===== config.mk =====
export PLATFORM = sky130hd
export DESIGN_NAME = wtps_front
export DESIGN_NICKNAME = d
export VERILOG_FILES = /design/src/hdl/wtps_pkg.sv /design/src/hdl/wtps_front.sv
export SDC_FILE = /design/constraint.sdc
export NUM_CORES = 1
export LEC_CHECK = 0
export CAP_MARGIN = 20
export CORE_MARGIN = 1.5
export CORE_UTILIZATION = 59
export CTS_BUF_LIST = sky130_fd_sc_hd__clkbuf_4
export CTS_CLUSTER_SIZE = 8
export DETAILED_ROUTE_END_ITERATION = 7
export DONT_BUFFER_PORTS = 1
export GPL_ROUTABILITY_DRIVEN = 0
export PLACE_DENSITY = 0.81
export SLEW_MARGIN = 10
export SYNTH_ARGS = -nofsm -noshare
export SYNTH_HDL_FRONTEND = slang
export SYNTH_SLANG_ARGS = --single-unit
export TNS_END_PERCENT = 5

===== constraint.sdc =====
create_clock -name clk -period 2.35 [get_ports clk]
set_clock_uncertainty 0.15 [all_clocks]
set_input_delay 0 -clock clk [delete_from_list [all_inputs] [get_ports clk]]
set_output_delay 0 -clock clk [all_outputs]
set_load 0.05 [all_outputs]

===== src/hdl/wtps_pkg.sv =====
package wtps_pkg;

  localparam int MAX_NODES = 4096;
  localparam int MAX_DEPTH = 16;
  localparam int ALPHABET  = 26;

  localparam int NODE_W  = $clog2(MAX_NODES);
  localparam int FREE_W  = $clog2(MAX_NODES + 1);
  localparam int DEPTH_W = $clog2(MAX_DEPTH + 1);
  localparam int CUR_W   = $clog2(MAX_DEPTH);
  localparam int ENTRIES = MAX_NODES * ALPHABET;
  localparam int IDX_W   = $clog2(ENTRIES);
  localparam int WGT_W   = 48;
  localparam int TOT_W   = 63;

  localparam logic [WGT_W-1:0] WEIGHT_MAX = {WGT_W{1'b1}};
  localparam logic [TOT_W-1:0] TOTAL_MAX  = {TOT_W{1'b1}};

  // Input operation codes.
  localparam logic [1:0] OP_CLEAR   = 2'd0;
  localparam logic [1:0] OP_PATTERN = 2'd1;
  localparam logic [1:0] OP_SEQ     = 2'd2;
  // The remaining code is accepted and ignored.
  localparam logic [1:0] OP_NONE    = 2'd3;

  // Command kinds after classification.
  localparam logic [1:0] KIND_NONE    = 2'd0;
  localparam logic [1:0] KIND_CLEAR   = 2'd1;
  localparam logic [1:0] KIND_PATTERN = 2'd2;
  localparam logic [1:0] KIND_SEQ     = 2'd3;

  typedef struct packed {
    logic [1:0]  op;
    logic [4:0]  letter;
    logic [30:0] weight;
    logic        last;
  } item_t;

  typedef struct packed {
    logic [TOT_W-1:0] total_weight;
    logic             overflow;
  } result_t;

  typedef struct packed {
    logic [1:0]  kind;
    logic        in_range;
    logic [4:0]  letter;
    logic [30:0] weight;
    logic        last;
  } cmd_t;

  typedef struct packed {
    logic valid;
    cmd_t cmd;
  } queue_head_t;

  typedef struct packed {
    logic pop;
    logic clearing;
  } back_status_t;

  // Flat table index of a node and letter.
  function automatic logic [IDX_W-1:0] table_index(logic [NODE_W-1:0] node,
                                                   logic [4:0] letter);
    table_index = IDX_W'(node) * IDX_W'(ALPHABET) + IDX_W'(letter);
  endfunction

endpackage


===== src/hdl/wtps_front.sv =====
module wtps_front (
  input  logic                  clk,
  input  logic                  rst,
  input  logic                  start,
  input  wtps_pkg::item_t       item,
  output logic                  busy,
  input  wtps_pkg::back_status_t status,
  output wtps_pkg::queue_head_t head
);

  localparam int Q_DEPTH = 4;
  localparam int Q_PTR_W = $clog2(Q_DEPTH);
  localparam int Q_CNT_W = $clog2(Q_DEPTH + 1);

  wtps_pkg::cmd_t       queue [Q_DEPTH];
  logic [Q_PTR_W-1:0]   wr_ptr;
  logic [Q_PTR_W-1:0]   rd_ptr;
  logic [Q_CNT_W-1:0]   count;
  wtps_pkg::cmd_t       cmd_in;
  logic                 accept;
  logic                 push;
  logic                 pop;

  // Classify the incoming item.
  always_comb begin
    cmd_in.letter   = item.letter;
    cmd_in.weight   = item.weight;
    cmd_in.last     = item.last;
    cmd_in.in_range = (item.letter < 5'(wtps_pkg::ALPHABET));
    unique case (item.op)
      wtps_pkg::OP_CLEAR:   cmd_in.kind = wtps_pkg::KIND_CLEAR;
      wtps_pkg::OP_PATTERN: cmd_in.kind = wtps_pkg::KIND_PATTERN;
      wtps_pkg::OP_SEQ:     cmd_in.kind = wtps_pkg::KIND_SEQ;
      default:              cmd_in.kind = wtps_pkg::KIND_NONE;
    endcase
  end

  assign busy   = (count == Q_CNT_W'(Q_DEPTH)) || status.clearing;
  assign accept = start && !busy;
  assign push   = accept && (cmd_in.kind != wtps_pkg::KIND_NONE);
  assign pop    = status.pop && (count != '0);

  assign head.valid = (count != '0);
  assign head.cmd   = queue[rd_ptr];

  // Queue storage.
  always_ff @(posedge clk) begin
    if (push) begin
      queue[wr_ptr] <= cmd_in;
    end
  end

  // Queue pointers.
  always_ff @(posedge clk) begin
    if (rst) begin
      wr_ptr <= '0;
      rd_ptr <= '0;
      count  <= '0;
    end else begin
      if (push) wr_ptr <= wr_ptr + 1'b1;
      if (pop)  rd_ptr <= rd_ptr + 1'b1;
      count <= count + Q_CNT_W'(push) - Q_CNT_W'(pop);
    end
  end

endmodule


==> results of run 1 <==
-- synth_stat cells, drive strengths merged --
| cell | n |
|---|---|
| inv | 8 |
| and2 | 5 |
| o211ai | 1 |
| fa | 1 |
| nor2b | 1 |
| nor3 | 1 |
| o311ai | 1 |
| buf | 4 |
| o31a | 1 |
| dfxtp | 9 |
| mux2i | 1 |
| a21o | 1 |
| xor2 | 2 |
| a2111oi | 1 |
| mux2 | 1 |
| nand2b | 2 |
| nor2 | 10 |
| clkbuf | 6 |
| or3 | 1 |
| mux4 | 40 |
| edfxtp | 160 |
| ha | 10 |
| xnor2 | 1 |
-- through the flow --
| stage | util (%) | cell area [µm²] |
|---|---|---|
| 6_report | 75.1 | 7780 |
| 4_1_cts | 74.5 | 7720 |
| 2_1_floorplan | - | 6340 |
| 3_3_place_gp | 63.7 | 6600 |
| 3_5_place_dp | 63.7 | 6600 |
| 5_1_grt | 75.1 | 7780 |
-- worst max path at each step --
stage                     startpoint        to  slack [ps]  depth (start not counted)
after floorplan             count[1]  count[2]         -30                         11
after global placement      count[1]  count[2]          70                         11
after detailed placement    count[1]  count[2]         -40                         11
after CTS                   count[1]  count[2]         -20                         11
after global routing        count[1]  count[2]        -180                         11
final                       count[1]  count[2]         -60                         11
-- metal layers --
| layer | up-vias | global-route usage [%] | wire (µm) |
|---|---|---|---|
| li1 | 1328 | - | - |
| met1 | 1545 | 26.7 | 4310 |
| met2 | 106 | 36.2 | 5920 |
| met3 | 17 | 6.20 | 664 |
| met4 | 0 | 7.81 | 210 |
| met5 | - | 0 | 0 |
-- report_power, final --
group | switching, µW | total [µW] | internal (µW)
Combinational | 1520 | 2330 | 806
Sequential | 138 | 3590 | 3450
Clock | 997 | 1550 | 552
Total | 2660 | 7470 | 4810
-- critical path, stage by stage (launching register included) --
cell	delay [ps]
dfxtp_4	400
nor2_4	50
a2111oi_4	360
inv_1	80
ha_1	280
inv_1	60
ha_2	180
inv_2	40
fa_2	340
xor2_2	150
and2_4	160
nor3_2	80
-- placed cells by master (no fill, tap or decap) --
cell              n
edfxtp_1        160
dlygate4sd3_1    83
mux4_2           40
clkbuf_4         17
buf_4            12
nor2_1            9
ha_1              9
inv_6             8
inv_1             7
and2_2            4
dfxtp_2           4
dfxtp_4           3
clkinv_2          3
buf_12            3
nand2b_1          2
dlymetal6s4s_1    2
dfxtp_1           2
o31a_2            1
inv_2             1
nor2_4            1
a21o_2            1
a2111oi_4         1
or3_2             1
o211ai_1          1
xnor2_2           1
nor2b_1           1
mux2_4            1
o311ai_0          1
xor2_1            1
mux2i_1           1
xor2_2            1
and2_4            1
nor3_2            1
fa_2              1
ha_2              1
inv_8             1
bufinv_16         1
clkinv_4          1
clkinv_1          1
buf_6             1
-- cell families (layout without fill, tap and decap cells) --
| group | Yosys count | count (layout) |
|---|---|---|
| xor gates and xnor gates | 3 | 3 |
| AOI/OAI and AO/OA | 5 | 5 |
| adders and majority gates | 11 | 11 |
| muxes | 42 | 42 |
| DFF | 169 | 169 |
| buffers and inverters | 18 | 141 |
| and+or+nand+nor | 20 | 20 |
-- cell type report --
| cell class | count | share of cell area [%] |
|---|---|---|
| Multi-Input combinational cell | 81 | 16.7 |
| Timing Repair Buffer | 101 | 13.1 |
| Clock buffer | 17 | 1.64 |
| Tap cell | 136 | 2.19 |
| Clock inverter | 15 | 1.78 |
| Sequential cell | 169 | 64.2 |
| Inverter | 8 | 0.386 |
-- what timing repair did --
action	4_1_cts	5_1_grt
gates resized for setup	1	12
endpoints found under the setup margin	1	20
hold endpoints to repair	211	1
pin swaps	0	1
hold buffers	84	1
setup buffers	2	1
-- registers in the layout (all words and copies together), names as in the netlist, named ones only --
name,flops
rd_ptr,2
queue,160
wr_ptr,2
count,3
==> reports/metrics.csv, run 1 <==
metric,value,unit
status,"finished, violations left",
violations,negative setup slack,
cts.root.buffer_cell,clkbuf_4,
numCtsBuffers,17,
final.setup.tns,-63.7,ps
hold_path_end,queue[0][34],
finish.net_count,433,
rr_endpoint,count[2],
drt_iter0_markers,152,
firstDrtPassIters,4,
synth_seq_cells,169,
min_period,2410,ps
htreeDepth,4,
layout.cells.non_filler,527,
worstSetupStartpointType,flop,
yosys.area.top_type_share,75.8,%
grt_pass1_wl,17400,µm
nFillCells,577,
grtUsageTotal,21.4,%
cp_data_required_time,2680,ps
hold_viol,0,
multi_input_area,1300,µm²
synth.largest_area_cell,edfxtp_1,
die_area,11400,µm²
min_period_over_period,103,%
drc,0,
die_x,107,µm
synthXorXnorAreaFrac,0.415,%
r2r_cells,11,
ys_types,24,
cts_tree,yes,
holdWs,56.1,ps
critPathKind,flop to flop,
grt_start_max_net_pins,23,
slew_violations,0,
drive_gt1_share,28.4,%
finalPower,7470,µW
clkTransAtPathRegs,150,ps
placed_cells,407,
setup_ws,-63.7,ps
synth_mux_area_share,14.6,%
synth_top_family_by_area,multiplexers,
portBuffers,0,
boundaryPins,86,
ys_warn_count,0,
synth-compound-area-share,0.987,%
power_density,960,nW/µm²
synth_adder_area_share,2.29,%
pre_cts_slack,-40.7,ps
core,10400,µm²
cts_sinks,169,
synthToLayoutAreaGrowth,22.9,%
dr_total_vias,2996,
n_antenna_cell,0,
max-vdd-ir-drop,0.630,mV
clock_latency,540,ps
viasPerCell,5.69,
max-cap-violations,0,
die_y,107,µm
worstHoldStart,item[34],
yosysSeqAreaShare,78.7,%
ant_nets,0,
place_hpwl,6310,µm
timing.slew.headroom,68.4,%
cts_buffer_depth,2,
grt-ovfl-total,0,
antenna_found_initial,0,
cp_max_fo,4,
fmax,414,MHz
synthTopCellsByArea,"edfxtp_1 (76%), mux4_2 (14%), dfxtp_1 (2.8%), ha_1 (2.0%), and2_2 (0.59%)",
rr_startpoint,count[1],
setup_violations,1,
yosys.area_share.simple,1.72,%
crit_arrival,2740,ps
initial_core_util,61.1,%
wire_per_inst,21.1,µm
tightestPinTransition,467,ps
rsz0062_at_grt,yes,
placementRows,37,
syn_area,6340,µm²
avgSynthCellArea,23.6,µm²
seqCellArea,5000,µm²
cp-end-kind,flop,
min_path_type,primary input to flop,
wl,11100,µm
syn-num-nets,323,
syn_inst,268,
grt_pass1_vias,3203,
regToRegSetupSlack,-60,ps
hold_depth,1,
leakagePower,0.00258,µW
Power figures use the tool's default switching activity.
==> run 2, diff against run 1 <==
SKIP_LAST_GASP = 1   (was not set)
==> reports/metrics.csv, run 2 (synthesis gave the netlist of run 1 again) <==
metric,value,unit,change
status,"finished, violations left",,
violations,negative setup slack,,
reg.largest.list,"queue (160), count (3)",,
portBuffers,0,,unchanged
max-vdd-ir-drop,0.609,mV,-3.3%
holdWs,56.0,ps,-0.113 ps
min_path_type,primary input to flop,,
power_density,955,nW/µm²,-0.48%
viasPerCell,5.68,,about the same
min_period_over_period,104,%,+1.5 points
synthToLayoutAreaGrowth,22.4,%,
cp-end-kind,flop,,
utilization,74.8,%,-0.31 points
cts_sinks,169,,unchanged
core,10400,µm²,unchanged
fmax,408,MHz,-1.4%
firstDrtPassIters,4,,unchanged
rsz0062_at_grt,yes,,
cts_buffer_depth,2,,unchanged
boundaryPins,86,,unchanged
grt_start_max_net_pins,23,,unchanged
crit_arrival,2770,ps,+30 ps
max-cap-violations,0,,unchanged
hold_viol,0,,unchanged
cts_tree,yes,,
ant_nets,0,,unchanged
critPathKind,flop to flop,,
slew_violations,0,,unchanged
tightestPinTransition,411,ps,-56.4 ps
setup_violations,2,,+1
numCtsBuffers,17,,unchanged
n_antenna_cell,0,,unchanged
finish.net_count,433,,unchanged
drc,0,,unchanged
dr_total_vias,2994,,-0.067%
min_period,2450,ps,+34.8 ps
htreeDepth,4,,unchanged
grt-ovfl-total,0,,unchanged
wl,11000,µm,-0.67%
layout.cells.most_common_list,"edfxtp_1 (160), dlygate4sd3_1 (85), mux4_2 (40), clkbuf_4 (17), buf_4 (13)",,
cp_data_required_time,2670,ps,about the same
wire_per_inst,20.9,µm,-0.67%
die_area,11400,µm²,unchanged
leakagePower,0.00254,µW,-1.4%
die_x,107,µm,unchanged
cp_max_fo,4,,unchanged
grt_pass1_wl,17400,µm,unchanged
drive_gt1_share,27.1,%,-1.3 points
final_common_cell,edfxtp_1,,
cts.root.buffer_cell,clkbuf_4,,
initial_core_util,61.1,%,unchanged
largest_register_ffs,160,,unchanged
die_y,107,µm,unchanged
setup_ws,-98.5,ps,-34.8 ps
worstSetupStartpointType,flop,,
nFillCells,583,,+1.0%
placementRows,37,,unchanged
regMostFlops,queue,,
drt_iter0_markers,175,,+15%
antenna_found_initial,0,,unchanged
place_hpwl,6310,µm,unchanged
clock_latency,540,ps,about the same
grt_pass1_vias,3203,,unchanged
clkTransAtPathRegs,140,ps,about the same
grtUsageTotal,21.4,%,unchanged
timing.slew.headroom,72.3,%,+3.8 points
## run 2: cell count changes in the layout (fill, tap and decap cells not counted), moves of 2 or more
cell,change
dlygate4sd3_1,+2
dlymetal6s4s_1,-2
dfxtp_1,+2
dfxtp_2,-2
## run 2: critical path, stage by stage (launching register included)
cell       delay, ps
dfxtp_4          390
nor2_2            60
a2111oi_4        360
inv_1             80
ha_1             280
inv_1             60
ha_2             170
inv_1             60
fa_2             330
xor2_1           150
and2_2           200
nor3_2            90
## run 2: report_power, final
group | switching [µW] | leakage [µW] | internal [µW]
Sequential | 123 | 0.00152 | 3450
Combinational | 1510 | 0.000864 | 771
Clock | 994 | 0.000152 | 552
## run 2: cell type report
type	count	area (µm²)	share of cell area (%)
inverter	8	30.0	0.387
multi-input combinational	81	1280	16.5
timing repair buffer	101	1010	13.0
sequential	169	5000	64.5
clock inverter	15	139	1.79
clock buffer	17	128	1.65
tap	136	170	2.19
## run 2: routing by layer
metal | share of wire, % | wire (µm) | track usage (%)
met3 | 6.8 | 753 | 6.20
met4 | 1.9 | 210 | 7.81
met2 | 53 | 5860 | 36.2
met1 | 38 | 4210 | 26.7
met5 | 0 | 0 | 0
## run 2: repair_timing
item	CTS	global route
endpoints found under the setup margin	1	20
resized for setup	0	3
endpoints found under the hold margin	211	1
hold buffers	84	1
buffers inserted	2	1
pin swaps	0	1
## run 2: path summary, 6_finish.rpt
path                               start           end  slack [ps]  cells after the start
worst max-delay path            count[1]      count[2]        -100                     11
worst min-delay path            item[34]  queue[0][34]          60                      1
worst max register to register  count[1]      count[2]        -100                     11
worst min register to register  count[1]      count[2]         580                      3
## run 2: metrics by stage
stage | power [µW] | setup WS, ps | TNS [ps] | instance area, µm² | std cells
CTS | 7440 | -19.8 | -19.8 | 7720 | 525
global route | 7710 | -214 | -814 | 7750 | 527
global placement | 5670 | 68.0 | 0 | 6600 | 407
detailed placement | 5710 | -40.7 | -40.7 | 6600 | 407
floorplan | 5460 | -32.3 | -32.3 | 6340 | 268
finish | 7400 | -98.5 | -169 | 7750 | 527
==> run 3, diff against run 2 <==
CORE_UTILIZATION = 65   (was 59)
PLACE_DENSITY = 0.84   (was 0.81)
clock period = 2.3 ns   (was 2.35 ns; I/O delays follow)
==> reports/metrics.csv, run 3 (synthesis gave the netlist of run 1 again) <==
metric,value,unit,change
crit_path_start,count[1],,
cp-endpoint,count[2],,
cp_max_fo,4,,unchanged
max-vdd-ir-drop,0.848,mV,+39%
min_path_type,primary input to flop,,
status,"finished, violations left",,
die_x,102,µm,-4.6%
rsz0062_at_grt,yes,,
cp_data_required_time,2590,ps,-80 ps
boundaryPins,86,,unchanged
clock_latency,530,ps,about the same
grtUsageTotal,23.1,%,+1.6 points
min_period_over_period,104,%,about the same
grt_start_max_net_pins,26,,+13%
reg.largest.list,"queue (160), count (3)",,
placementRows,35,,-5.4%
place_hpwl,6540,µm,+3.7%
placed_cells,402,,-1.2%
finalPower,7380,µW,-0.34%
rr_endpoint,count[2],,
wl,10700,µm,-2.6%
layout.cells.non_filler,498,,-5.5%
power_density,985,nW/µm²,+3.1%
critPathKind,flop to flop,,
cts_sinks,169,,unchanged
rr_startpoint,count[1],,
r2r_cells,11,,unchanged
hold_viol,7,,+7
htreeDepth,4,,unchanged
portBuffers,0,,unchanged
max-cap-violations,0,,unchanged
regMostFlops,queue,,
regToRegSetupSlack,-100,ps,about the same
dr_total_vias,2896,,-3.3%
clkTransAtPathRegs,140,ps,about the same
worstHoldStart,rst,,
ant_nets,0,,unchanged
numCtsBuffers,17,,unchanged
cts.root.buffer_cell,clkbuf_4,,
layout.cells.most_common_list,"edfxtp_1 (160), dlygate4sd3_1 (62), mux4_2 (40), clkbuf_4 (18), buf_4 (14)",,
die_y,102,µm,-4.6%
grt_pass1_wl,16600,µm,-4.1%
wire_per_inst,21.6,µm,+3.0%
drc,0,,unchanged
grt-ovfl-total,0,,unchanged
initial_core_util,67.9,%,+6.8 points
final_common_cell,edfxtp_1,,
synthToLayoutAreaGrowth,18.3,%,
min_period,2400,ps,-52.7 ps
setup_violations,2,,unchanged
fmax,417,MHz,+2.2%
holdWs,-646,ps,-702 ps
viasPerCell,5.82,,+2.4%
worstSetupStartpointType,flop,,
cts_tree,yes,,
tightestPinTransition,498,ps,+86.7 ps
nFillCells,456,,-22%
drt_iter0_markers,158,,-9.7%
utilization,80.3,%,+5.6 points
setup_ws,-95.8,ps,+2.71 ps
timing.slew.headroom,66.8,%,-5.4 points
final.setup.tns,-176,ps,-7.53 ps
firstDrtPassIters,4,,unchanged
grt_pass1_vias,3038,,-5.2%
cts_buffer_depth,2,,unchanged
die_area,10300,µm²,-9.0%
core,9330,µm²,-10%
violations,"negative hold slack, negative setup slack",,
crit_arrival,2690,ps,-80 ps
largest_register_ffs,160,,unchanged
leakagePower,0.00241,µW,-4.9%
drive_gt1_share,27.7,%,+0.61 points
cp-end-kind,flop,,
slew_violations,0,,unchanged
finish.net_count,411,,-5.1%
antenna_found_initial,1,,+1
-- run 3: changes by cell type in the layout (fill, tap and decap cells not counted), sizes merged --
cell / change
clkbuf: +1
dlygate4sd3: -23
clkinv: +2
diode: +1
buf: +1
inv: -8
clkinvlp: +4
-- run 3: area by class of cell --
| type | count | area (µm²) | share of cell area (%) |
|---|---|---|---|
| diodes | 1 | 2.50 | 0.0334 |
| clock buffers | 18 | 135 | 1.80 |
| clock inverters | 13 | 106 | 1.42 |
| inverters | 8 | 30.0 | 0.401 |
| multi-input cells | 81 | 1280 | 17.0 |
| flip-flops and latches | 169 | 5000 | 66.7 |
| well taps | 129 | 161 | 2.15 |
| repair buffers | 79 | 786 | 10.5 |
-- run 3: report_power, final --
| part | switching (µW) | total, µW | internal (µW) | leakage, µW |
|---|---|---|---|---|
| Sequential | 102 | 3630 | 3520 | 0.00152 |
| Clock | 935 | 1470 | 531 | 0.000120 |
| Combinational | 1560 | 2290 | 727 | 0.000771 |
| Total | 2600 | 7380 | 4780 | 0.00241 |
-- run 3: routing by layer --
layer	GRT usage (%)	part of all wire, %	wire length, µm
met1	28.6	39	4170
met2	37.7	53	5730
met3	8.56	6.5	696
met4	8.33	1.4	153
met5	0	0	0
-- run 3: worst max-delay path, stage by stage (launching register included) --
cell and delay (ps):
dfxtp_4 390, nor2_2 60, a2111oi_4 310, inv_1 80, ha_1 270, inv_1 60, ha_1 140, inv_1 50
fa_2 330, xor2_1 170, and2_2 210, nor3_2 90
-- run 3: how the worst min path moves through the flow --
stage	to	slack, ps	cells past startpoint
final	count[1]	-650	1
after global routing	count[0]	-710	1
after CTS	count[1]	-690	1
after detailed placement	count[1]	-90	1
after global placement	count[1]	-90	1
after floorplan	queue[0][0]	-50	0
-- run 3: timing repair --
item | in CTS | in global routing
endpoints found under the hold margin | 169 | 11
hold buffers | 60 | 2
endpoints found under the setup margin | 1 | 25
gates resized for setup | 2 | 0
buffers inserted | 2 | 0
-- run 3: through the flow --
stage / area, µm² / worst slack (ps)
finish: 7490 / -95.8
global route: 7490 / -274
CTS: 7470 / -83.5
detailed placement: 6610 / -83.0
global placement: 6610 / 29.7
floorplan: 6340 / -82.3
